[src/rtl/akmn_pkg.sv]
// ----------------------------------------------------------------------------
// akmn_pkg: shared definitions for the analog keypad menu navigator
// Field widths, button ladder levels, event and button codes, config indexes.
// ----------------------------------------------------------------------------
package akmn_pkg;

    localparam int SAMPLE_W  = 8;
    localparam int LEVEL_W   = 7;
    localparam int CFG_W     = 5;
    localparam int CFG_IDX_W = 2;
    localparam int EVT_W     = 4;
    localparam int FUNC_W    = 4;
    localparam int SLOT_W    = 2;
    localparam int MATCH_W   = LEVEL_W + 1;

    localparam int MAX_MENU_ENTRIES = 16;
    localparam int MENU_CAP = (MAX_MENU_ENTRIES < 16) ? MAX_MENU_ENTRIES : 16;
    localparam int CURSOR_SLOTS_DEF = 4;

    localparam logic [CFG_W-1:0] MENU_ENTRIES_RST = 5'd1;
    localparam logic [CFG_W-1:0] SLOP_WINDOW_RST  = 5'd4;

    localparam int BUTTONS = 6;
    // Ladder levels in match priority order.
    localparam logic [MATCH_W-1:0] BUTTON_LEVEL [BUTTONS] =
        '{8'd20, 8'd86, 8'd42, 8'd104, 8'd63, 8'd127};

    typedef enum logic [CFG_IDX_W-1:0] {
        CFG_MENU_ENTRIES = 2'd0,
        CFG_SLOP_WINDOW  = 2'd1
    } cfg_idx_t;

    typedef enum logic [2:0] {
        BTN_NONE         = 3'd0,
        BTN_FUNC_NEXT    = 3'd1,
        BTN_FUNC_PREV    = 3'd2,
        BTN_CURSOR_RIGHT = 3'd3,
        BTN_CURSOR_LEFT  = 3'd4,
        BTN_VALUE_UP     = 3'd5,
        BTN_VALUE_DOWN   = 3'd6
    } btn_t;

    typedef enum logic [EVT_W-1:0] {
        EV_NONE         = 4'd0,
        EV_SETTLE       = 4'd1,
        EV_HELD         = 4'd2,
        EV_FUNC_NEXT    = 4'd3,
        EV_FUNC_PREV    = 4'd4,
        EV_CURSOR_RIGHT = 4'd5,
        EV_CURSOR_LEFT  = 4'd6,
        EV_VALUE_UP     = 4'd7,
        EV_VALUE_DOWN   = 4'd8
    } evt_t;

    typedef struct packed {
        logic settle;
        btn_t button;
    } dec_t;

endpackage

[src/rtl/akmn_if.sv]
// ----------------------------------------------------------------------------
// akmn_if: valid/ready channels of the keypad navigator
// Sample channel in, result channel out; a transfer needs valid and ready.
// ----------------------------------------------------------------------------
interface akmn_sample_if;
    logic                        valid;
    logic                        ready;
    logic [akmn_pkg::SAMPLE_W-1:0] adc_sample;

    modport source (output valid, output adc_sample, input ready);
    modport sink   (input valid, input adc_sample, output ready);
endinterface

interface akmn_result_if;
    logic                       valid;
    logic                       ready;
    logic [akmn_pkg::EVT_W-1:0]  event_res;
    logic [akmn_pkg::FUNC_W-1:0] function_index;
    logic [akmn_pkg::SLOT_W-1:0] cursor_slot;

    modport source (output valid, output event_res, output function_index,
                    output cursor_slot, input ready);
    modport sink   (input valid, input event_res, input function_index,
                    input cursor_slot, output ready);
endinterface

[src/rtl/akmn_cfg.sv]
// ----------------------------------------------------------------------------
// akmn_cfg: configuration registers
// Holds menu size and slop window; derives the last valid menu index.
// ----------------------------------------------------------------------------
module akmn_cfg (
    input  logic                          clk,
    input  logic                          rst_n,
    input  logic                          cfg_wr_en,
    input  logic [akmn_pkg::CFG_IDX_W-1:0] cfg_index,
    input  logic [akmn_pkg::CFG_W-1:0]     cfg_data,
    output logic [akmn_pkg::FUNC_W-1:0]    menu_last,
    output logic [akmn_pkg::CFG_W-1:0]     slop_window
);
    import akmn_pkg::*;

    logic [CFG_W-1:0] menu_entries_reg;
    logic [CFG_W-1:0] slop_window_reg;
    logic [CFG_W-1:0] menu_size;

    always_ff @(posedge clk or negedge rst_n)
    begin
        if (!rst_n)
        begin
            menu_entries_reg <= MENU_ENTRIES_RST;
            slop_window_reg  <= SLOP_WINDOW_RST;
        end
        else if (cfg_wr_en)
        begin
            if (cfg_index == CFG_MENU_ENTRIES)
            begin
                menu_entries_reg <= cfg_data;
            end
            else if (cfg_index == CFG_SLOP_WINDOW)
            begin
                slop_window_reg <= cfg_data;
            end
        end
    end

    // An empty menu acts as one entry; larger menus are clamped.
    always_comb
    begin
        menu_size = menu_entries_reg;
        if (menu_size == '0)
        begin
            menu_size = CFG_W'(1);
        end
        if (menu_size > CFG_W'(MENU_CAP))
        begin
            menu_size = CFG_W'(MENU_CAP);
        end
    end

    assign menu_last   = FUNC_W'(menu_size - CFG_W'(1));
    assign slop_window = slop_window_reg;

    property p_size_in_range;
        @(posedge clk) disable iff (!rst_n)
        (menu_size != '0) && (menu_size <= CFG_W'(MENU_CAP));
    endproperty
    a_size_in_range: assert property (p_size_in_range)
        else $error("menu size out of range");

endmodule

[src/rtl/akmn_decode.sv]
// ----------------------------------------------------------------------------
// akmn_decode: level stability check and button window match
// Compares the halved sample with the kept level and the six ladder levels.
// ----------------------------------------------------------------------------
module akmn_decode (
    input  logic [akmn_pkg::LEVEL_W-1:0] level,
    input  logic [akmn_pkg::LEVEL_W-1:0] stable_level,
    input  logic [akmn_pkg::CFG_W-1:0]   slop_window,
    output akmn_pkg::dec_t               dec
);
    import akmn_pkg::*;

    logic [LEVEL_W-1:0] diff;
    logic [MATCH_W-1:0] lvl_ext;
    logic [MATCH_W-1:0] slop_ext;
    logic [BUTTONS-1:0] hit;
    btn_t               button;

    assign diff = (level > stable_level) ? (level - stable_level) : (stable_level - level);
    assign lvl_ext  = MATCH_W'(level);
    assign slop_ext = MATCH_W'(slop_window);

    // b - slop < v < b + slop, rearranged to stay unsigned.
    always_comb
    begin
        for (int k = 0; k < BUTTONS; k++)
        begin
            hit[k] = (lvl_ext < (BUTTON_LEVEL[k] + slop_ext)) &&
                     ((lvl_ext + slop_ext) > BUTTON_LEVEL[k]);
        end
    end

    // Walking down from the last button leaves the first hit in place.
    always_comb
    begin
        button = BTN_NONE;
        for (int k = BUTTONS - 1; k >= 0; k--)
        begin
            if (hit[k])
            begin
                button = btn_t'(3'(k + 1));
            end
        end
    end

    assign dec.settle = (diff > LEVEL_W'(slop_window));
    assign dec.button = button;

endmodule

[src/rtl/akmn_nav.sv]
// ----------------------------------------------------------------------------
// akmn_nav: navigation state and result register
// Updates level, held button, function and cursor; presents the result.
// ----------------------------------------------------------------------------
module akmn_nav #(
    parameter int CURSOR_SLOTS = akmn_pkg::CURSOR_SLOTS_DEF
) (
    input  logic                        clk,
    input  logic                        rst_n,
    input  logic                        item_valid,
    input  logic [akmn_pkg::LEVEL_W-1:0] item_level,
    input  logic [akmn_pkg::FUNC_W-1:0]  menu_last,
    input  logic [akmn_pkg::CFG_W-1:0]   slop_window,
    output logic                        take,
    akmn_result_if.source               result
);
    import akmn_pkg::*;

    localparam int CW = $clog2(CURSOR_SLOTS);
    localparam int EW = (CW > SLOT_W) ? CW : SLOT_W;

    logic [LEVEL_W-1:0] stable_level_reg, stable_level_next;
    btn_t               held_reg, held_next;
    logic [FUNC_W-1:0]  function_reg, function_next;
    logic [CW-1:0]      cursor_reg, cursor_next;
    evt_t               evt_reg, evt_next;
    logic               out_valid_reg;
    logic               step;
    dec_t               dec;
    logic [EW-1:0]      cursor_ext;

    akmn_decode u_decode (
        .level        (item_level),
        .stable_level (stable_level_reg),
        .slop_window  (slop_window),
        .dec          (dec)
    );

    assign take = !out_valid_reg || result.ready;
    assign step = item_valid && take;

    always_comb
    begin
        stable_level_next = stable_level_reg;
        held_next         = held_reg;
        function_next     = function_reg;
        cursor_next       = cursor_reg;
        evt_next          = EV_NONE;
        if (dec.settle)
        begin
            stable_level_next = item_level;
            evt_next          = EV_SETTLE;
        end
        else if (dec.button == BTN_NONE)
        begin
            held_next = BTN_NONE;
        end
        else if (dec.button == held_reg)
        begin
            evt_next = EV_HELD;
        end
        else
        begin
            held_next = dec.button;
            unique case (dec.button)
                BTN_FUNC_NEXT:
                begin
                    evt_next      = EV_FUNC_NEXT;
                    function_next = (function_reg >= menu_last) ? '0 : function_reg + 1'b1;
                end
                BTN_FUNC_PREV:
                begin
                    evt_next = EV_FUNC_PREV;
                    if ((function_reg == '0) || (function_reg > menu_last))
                    begin
                        function_next = menu_last;
                    end
                    else
                    begin
                        function_next = function_reg - 1'b1;
                    end
                end
                BTN_CURSOR_RIGHT:
                begin
                    evt_next    = EV_CURSOR_RIGHT;
                    cursor_next = (cursor_reg == CW'(CURSOR_SLOTS - 1)) ? '0 : cursor_reg + 1'b1;
                end
                BTN_CURSOR_LEFT:
                begin
                    evt_next = EV_CURSOR_LEFT;
                    if (cursor_reg != '0)
                    begin
                        cursor_next = cursor_reg - 1'b1;
                    end
                end
                BTN_VALUE_UP:   evt_next = EV_VALUE_UP;
                BTN_VALUE_DOWN: evt_next = EV_VALUE_DOWN;
                default:        evt_next = EV_NONE;
            endcase
        end
    end

    always_ff @(posedge clk or negedge rst_n)
    begin
        if (!rst_n)
        begin
            stable_level_reg <= '0;
            held_reg         <= BTN_NONE;
            function_reg     <= '0;
            cursor_reg       <= '0;
            out_valid_reg    <= 1'b0;
        end
        else
        begin
            if (step)
            begin
                stable_level_reg <= stable_level_next;
                held_reg         <= held_next;
                function_reg     <= function_next;
                cursor_reg       <= cursor_next;
            end
            if (take)
            begin
                out_valid_reg <= item_valid;
            end
        end
    end

    always_ff @(posedge clk)
    begin
        if (step)
        begin
            evt_reg <= evt_next;
        end
    end

    // State only moves on a step, so it still matches the pending result.
    assign cursor_ext            = EW'(cursor_reg);
    assign result.valid          = out_valid_reg;
    assign result.event_res      = evt_reg;
    assign result.function_index = function_reg;
    assign result.cursor_slot    = cursor_ext[SLOT_W-1:0];

    property p_cursor_range;
        @(posedge clk) disable iff (!rst_n)
        cursor_reg <= CW'(CURSOR_SLOTS - 1);
    endproperty
    a_cursor_range: assert property (p_cursor_range)
        else $error("cursor beyond last slot");

    property p_settle_keeps_level;
        @(posedge clk) disable iff (!rst_n)
        (step && dec.settle) |=> (stable_level_reg == $past(item_level)) &&
                                 (result.event_res == EV_SETTLE);
    endproperty
    a_settle_keeps_level: assert property (p_settle_keeps_level)
        else $error("settling did not store the new level");

    property p_repeat_is_quiet;
        @(posedge clk) disable iff (!rst_n)
        (step && !dec.settle && (dec.button != BTN_NONE) && (dec.button == held_reg))
            |=> (result.event_res == EV_HELD) && $stable(function_reg) && $stable(cursor_reg);
    endproperty
    a_repeat_is_quiet: assert property (p_repeat_is_quiet)
        else $error("held button repeat changed navigation state");

    property p_stall_holds_state;
        @(posedge clk) disable iff (!rst_n)
        (out_valid_reg && !result.ready) |=> $stable(function_reg) && $stable(held_reg)
                                             && $stable(stable_level_reg);
    endproperty
    a_stall_holds_state: assert property (p_stall_holds_state)
        else $error("state moved while result stalled");

endmodule

[src/rtl/analog_keypad_menu_navigator.sv]
// ----------------------------------------------------------------------------
// analog_keypad_menu_navigator: resistor ladder keypad decoder and menu cursor
// A sample enters the sample register, then its result the result register.
// Throughput: one sample per cycle; the sample register advances whenever the
// result register is empty or being read out in the same cycle.
// Reset: level, held button, function and cursor clear to zero; the menu size
// resets to 1 and the slop window to 4. No pending sample or result remains.
// ----------------------------------------------------------------------------
module analog_keypad_menu_navigator #(
    parameter int CURSOR_SLOTS = akmn_pkg::CURSOR_SLOTS_DEF
) (
    input  logic                          clk,
    input  logic                          rst_n,
    input  logic                          cfg_wr_en,
    input  logic [akmn_pkg::CFG_IDX_W-1:0] cfg_index,
    input  logic [akmn_pkg::CFG_W-1:0]     cfg_data,
    akmn_sample_if.sink                   sample_ch,
    akmn_result_if.source                 result_ch
);
    import akmn_pkg::*;

    logic               s1_valid_reg;
    logic [LEVEL_W-1:0] s1_level_reg;
    logic               take;
    logic [FUNC_W-1:0]  menu_last;
    logic [CFG_W-1:0]   slop_window;

    akmn_cfg u_cfg (
        .clk         (clk),
        .rst_n       (rst_n),
        .cfg_wr_en   (cfg_wr_en),
        .cfg_index   (cfg_index),
        .cfg_data    (cfg_data),
        .menu_last   (menu_last),
        .slop_window (slop_window)
    );

    assign sample_ch.ready = !s1_valid_reg || take;

    always_ff @(posedge clk or negedge rst_n)
    begin
        if (!rst_n)
        begin
            s1_valid_reg <= 1'b0;
        end
        else if (sample_ch.ready)
        begin
            s1_valid_reg <= sample_ch.valid;
        end
    end

    // The ladder is read at half resolution.
    always_ff @(posedge clk)
    begin
        if (sample_ch.ready && sample_ch.valid)
        begin
            s1_level_reg <= sample_ch.adc_sample[SAMPLE_W-1:1];
        end
    end

    akmn_nav #(
        .CURSOR_SLOTS (CURSOR_SLOTS)
    ) u_nav (
        .clk         (clk),
        .rst_n       (rst_n),
        .item_valid  (s1_valid_reg),
        .item_level  (s1_level_reg),
        .menu_last   (menu_last),
        .slop_window (slop_window),
        .take        (take),
        .result      (result_ch)
    );

endmodule
[src/flat_wrapper.sv]
// flat-port wrapper written by rule: the top's interface ports become plain ports
module analog_keypad_menu_navigator_flat import akmn_pkg::*;
#(
    parameter int CURSOR_SLOTS = akmn_pkg::CURSOR_SLOTS_DEF
)
  (clk, rst_n, cfg_wr_en, cfg_index, cfg_data, sample_ch_valid, sample_ch_adc_sample, sample_ch_ready, result_ch_valid, result_ch_event_res, result_ch_function_index, result_ch_cursor_slot, result_ch_ready);
  akmn_sample_if sample_ch_i ();
  akmn_result_if result_ch_i ();
  input  logic clk;
  input  logic rst_n;
  input  logic cfg_wr_en;
  input  logic [akmn_pkg::CFG_IDX_W-1:0] cfg_index;
  input  logic [akmn_pkg::CFG_W-1:0] cfg_data;
  input wire logic [$bits(sample_ch_i.valid)-1:0] sample_ch_valid;
  input wire logic [$bits(sample_ch_i.adc_sample)-1:0] sample_ch_adc_sample;
  output wire logic [$bits(sample_ch_i.ready)-1:0] sample_ch_ready;
  output wire logic [$bits(result_ch_i.valid)-1:0] result_ch_valid;
  output wire logic [$bits(result_ch_i.event_res)-1:0] result_ch_event_res;
  output wire logic [$bits(result_ch_i.function_index)-1:0] result_ch_function_index;
  output wire logic [$bits(result_ch_i.cursor_slot)-1:0] result_ch_cursor_slot;
  input wire logic [$bits(result_ch_i.ready)-1:0] result_ch_ready;
  assign sample_ch_i.valid = sample_ch_valid;
  assign sample_ch_i.adc_sample = sample_ch_adc_sample;
  assign sample_ch_ready = sample_ch_i.ready;
  assign result_ch_valid = result_ch_i.valid;
  assign result_ch_event_res = result_ch_i.event_res;
  assign result_ch_function_index = result_ch_i.function_index;
  assign result_ch_cursor_slot = result_ch_i.cursor_slot;
  assign result_ch_i.ready = result_ch_ready;
  analog_keypad_menu_navigator #(.CURSOR_SLOTS(CURSOR_SLOTS)) u_core (.clk(clk), .rst_n(rst_n), .cfg_wr_en(cfg_wr_en), .cfg_index(cfg_index), .cfg_data(cfg_data), .sample_ch(sample_ch_i), .result_ch(result_ch_i));
endmodule
[config.mk]
export PLATFORM = sky130hd
export DESIGN_NAME = analog_keypad_menu_navigator_flat
export DESIGN_NICKNAME = d
export VERILOG_FILES = /design/src/rtl/akmn_pkg.sv /design/src/rtl/akmn_if.sv /design/src/rtl/akmn_cfg.sv /design/src/rtl/akmn_decode.sv /design/src/rtl/akmn_nav.sv /design/src/rtl/analog_keypad_menu_navigator.sv /design/src/flat_wrapper.sv
export SDC_FILE = /design/constraint.sdc
export NUM_CORES = 1
export LEC_CHECK = 0
export CAP_MARGIN = 10
export CORE_MARGIN = 2
export CORE_UTILIZATION = 45
export DETAILED_ROUTE_END_ITERATION = 6
export DONT_BUFFER_PORTS = 1
export GPL_TIMING_DRIVEN = 1
export PLACE_DENSITY = 0.71
export SLEW_MARGIN = 20
export SYNTH_ARGS = -nofsm -noshare
export SYNTH_HDL_FRONTEND = slang
export SYNTH_SLANG_ARGS = --single-unit
[constraint.sdc]
create_clock -name clk -period 11.61 [get_ports clk]
set_input_delay 2.322 -clock clk [delete_from_list [all_inputs] [get_ports clk]]
set_output_delay 2.322 -clock clk [all_outputs]
set_load 0.01 [all_outputs]
==> run metrics <==
status completed; via count 3455; Tightest Pin Transition 821 ps; fin crit share 42.8%; commonest non-fill, non-tap cell in the layout ha_1; met3 Usage GRT 3.19%; M1 GR Usage 24.6%; post-cts sizing count 0; final count of hold timing violations 0; commonest non-fill, non-tap cells in the layout ha_1, inv_1, nor2_1, a21oi_1, nand2_1; post-synthesis cell count 469; gr busiest metal met2; part of the Yosys area used for sequential elements 24.5%; Final ANT Viol Nets 0; IO buf count 0; clock root buffer master clkbuf_8; Worst Hold Class flop to flop; largest net degree at the start of global routing 29; HP Start u_core.s1_valid_reg; Worst slew margin 45.0%; CTS max path bufs 2; crit path max fanout 8; Post-CTS Hold Buffers 0; diode count 0; Pins Over Slew Limit 0; clk sink count 39; synth unique cells 73; WP data required 11830 ps; H-tree level count 2; Clk Latency, worst-skew pair 300 ps; CTS clk-pin slew, worst paths 90 ps; Die ar. 10200 µm²; Starting Density 46.1%; Register-to-Register Path Depth 17; VDD IR max 0.000106 V; Total Power 0.995 mW; hpwl dp 7670 µm; Worst Hold Path EP u_core.u_nav.result.valid; # DRC 0; Crit path arrival time 5190 ps; flops & latches, synth 39; RSZ-0062 raised after global routing false; R2R Path End u_core.u_nav.result.function_index[0]; layout cells sized above 1 9.79%; setup TNS 0 ps; Top FF cell, synth dfrtp_1; die width 101 µm; CTS buffer count 5; Iteration-0 DRC Markers 201; vias in the first global route 3416; Power Density 225 nW/µm²; DRT Wirelength 9790 µm; first-pass GRT wire length 16100 µm; DR WL/cell 16.8 µm; YS warnings 0; Pleak 1.95 nW; Nets 561; core area 9150 µm²; startpoint types flop; chip height 101 µm; DR vias/cell 5.95; Critical R2R Launch u_core.s1_level_reg[4]; Crit Path Class flop to flop; post-synthesis net count 561; num rows 35; fmax 201 MHz; antenna violations before repair 0; CTS tree done; asr flop ratio synth 71.8%; syn avg cell area 8.99 µm²; R2R setup slack 6640 ps; mapped cell area 4220 µm²; EDFF count, synth 11; post-CTS setup buffers 0; number of I/O pins 32; GRT Residual Overflow 0; DRT Pass-1 Iters 5; clk_skew 14.4 ps; Crit. End Element flop; fin crit period 4970 ps; Overall Global Routing Usage 19.9%; hold path depth 1; final setup vio count 0; Area Overhead vs Synth 4.89%; met2 global-route usage 35.3%; Placer Congestion 0.882; Max Cap Viol 0
## metal layers
| metal | routed length [µm] | share of wire, % |
|---|---|---|
| met5 | 0 | 0 |
| met4 | 220 | 2.2 |
| met3 | 478 | 4.9 |
| met2 | 4770 | 49 |
| met1 | 4320 | 44 |
## cell families after synthesis
| family | after synthesis | share of synthesized area (%) |
|---|---|---|
| adder cells (fa/ha/maj) | 72 | 21.9 |
| AND/OR/NAND/NOR | 138 | 17.5 |
| multiplexers | 18 | 4.60 |
| XOR/XNOR | 18 | 4.09 |
| flip-flops | 39 | 24.5 |
| buffers and inverters | 47 | 4.57 |
| AO/OA/AOI/OAI | 137 | 22.9 |
## through the flow
step / instance area (µm²) / utilization (%) / hold WS (ps) / std cells / worst slack [ps]
6_report: 4420 / 48.3 / 477 / 581 / 6640
4_1_cts: 4420 / 48.3 / 477 / 581 / 6640
3_3_place_gp: 4310 / 47.1 / 459 / 573 / 6740
5_1_grt: 4420 / 48.3 / 489 / 581 / 6340
2_1_floorplan: 4220 / - / 449 / 469 / 6760
3_5_place_dp: 4310 / 47.1 / 470 / 573 / 6680
## synth_stat cells (3+ instances only)
cell type	instances	area, µm²
o21a_1	9	67.6
o21ai_1	8	40.0
nand4_1	5	31.3
a21oi_1	30	150
mux2_2	11	124
xnor2_1	10	87.6
fa_1	3	60.1
nand3b_1	5	37.5
nor3_1	4	20.0
o21ai_0	29	145
and3_1	3	18.8
inv_1	39	146
nor2b_1	9	56.3
edfxtp_1	11	330
a21o_1	5	37.5
ha_1	69	863
and2_1	6	37.5
nand2_1	30	113
nand3_1	13	65.1
nor2_1	33	124
nand2b_1	13	81.3
clkbuf_1	3	11.3
dfrtp_1	26	651
nor3b_1	3	22.5
a211oi_1	3	22.5
a31oi_1	5	31.3
o31ai_1	3	22.5
a21oi_2	4	35.0
o22ai_1	4	25.0
mux2i_1	7	70.1
o21bai_1	3	22.5
or3_1	3	18.8
xor2_1	6	52.6
## worst max path at each step
stage                                                       end  slack (ps)              startpoint
final                     u_core.u_nav.result.function_index[0]        6640  u_core.s1_level_reg[4]
after global routing      u_core.u_nav.result.function_index[2]        6340  u_core.s1_level_reg[4]
after CTS                 u_core.u_nav.result.function_index[2]        6640  u_core.s1_level_reg[4]
after detailed placement  u_core.u_nav.result.function_index[2]        6680  u_core.s1_level_reg[4]
after global placement                          sample_ch_ready        6740         result_ch_ready
after floorplan                                 sample_ch_ready        6760         result_ch_ready
## critical path: stages (launching register included)
cell and delay, ps:
edfxtp_1 580, ha_1 430, and2_1 210, nand4_1 110, o21ai_0 140, a31oi_1 640, mux2i_1 340, o21ai_0 140
a221oi_1 300, xnor2_1 120, ha_1 300, and3_1 150, a31oi_1 100, nor3_1 490, and2_1 250, o31ai_4 130
or2_1 290, o21ai_1 160
## final cells by class
type                    instances  area, µm²
clock buffers                   6       72.6
fillers                       864       4730
well taps                     111        139
inverters                      40        150
clock inverters                 2       37.5
flip-flops and latches         39       1030
multi-input cells             383       2990
## report_power, final
group	internal [mW]	switching (mW)
logic	0.274	0.368
clock network	0.0642	0.0542
registers	0.182	0.0536
total	0.520	0.476
(Power assumes the default switching activity.)
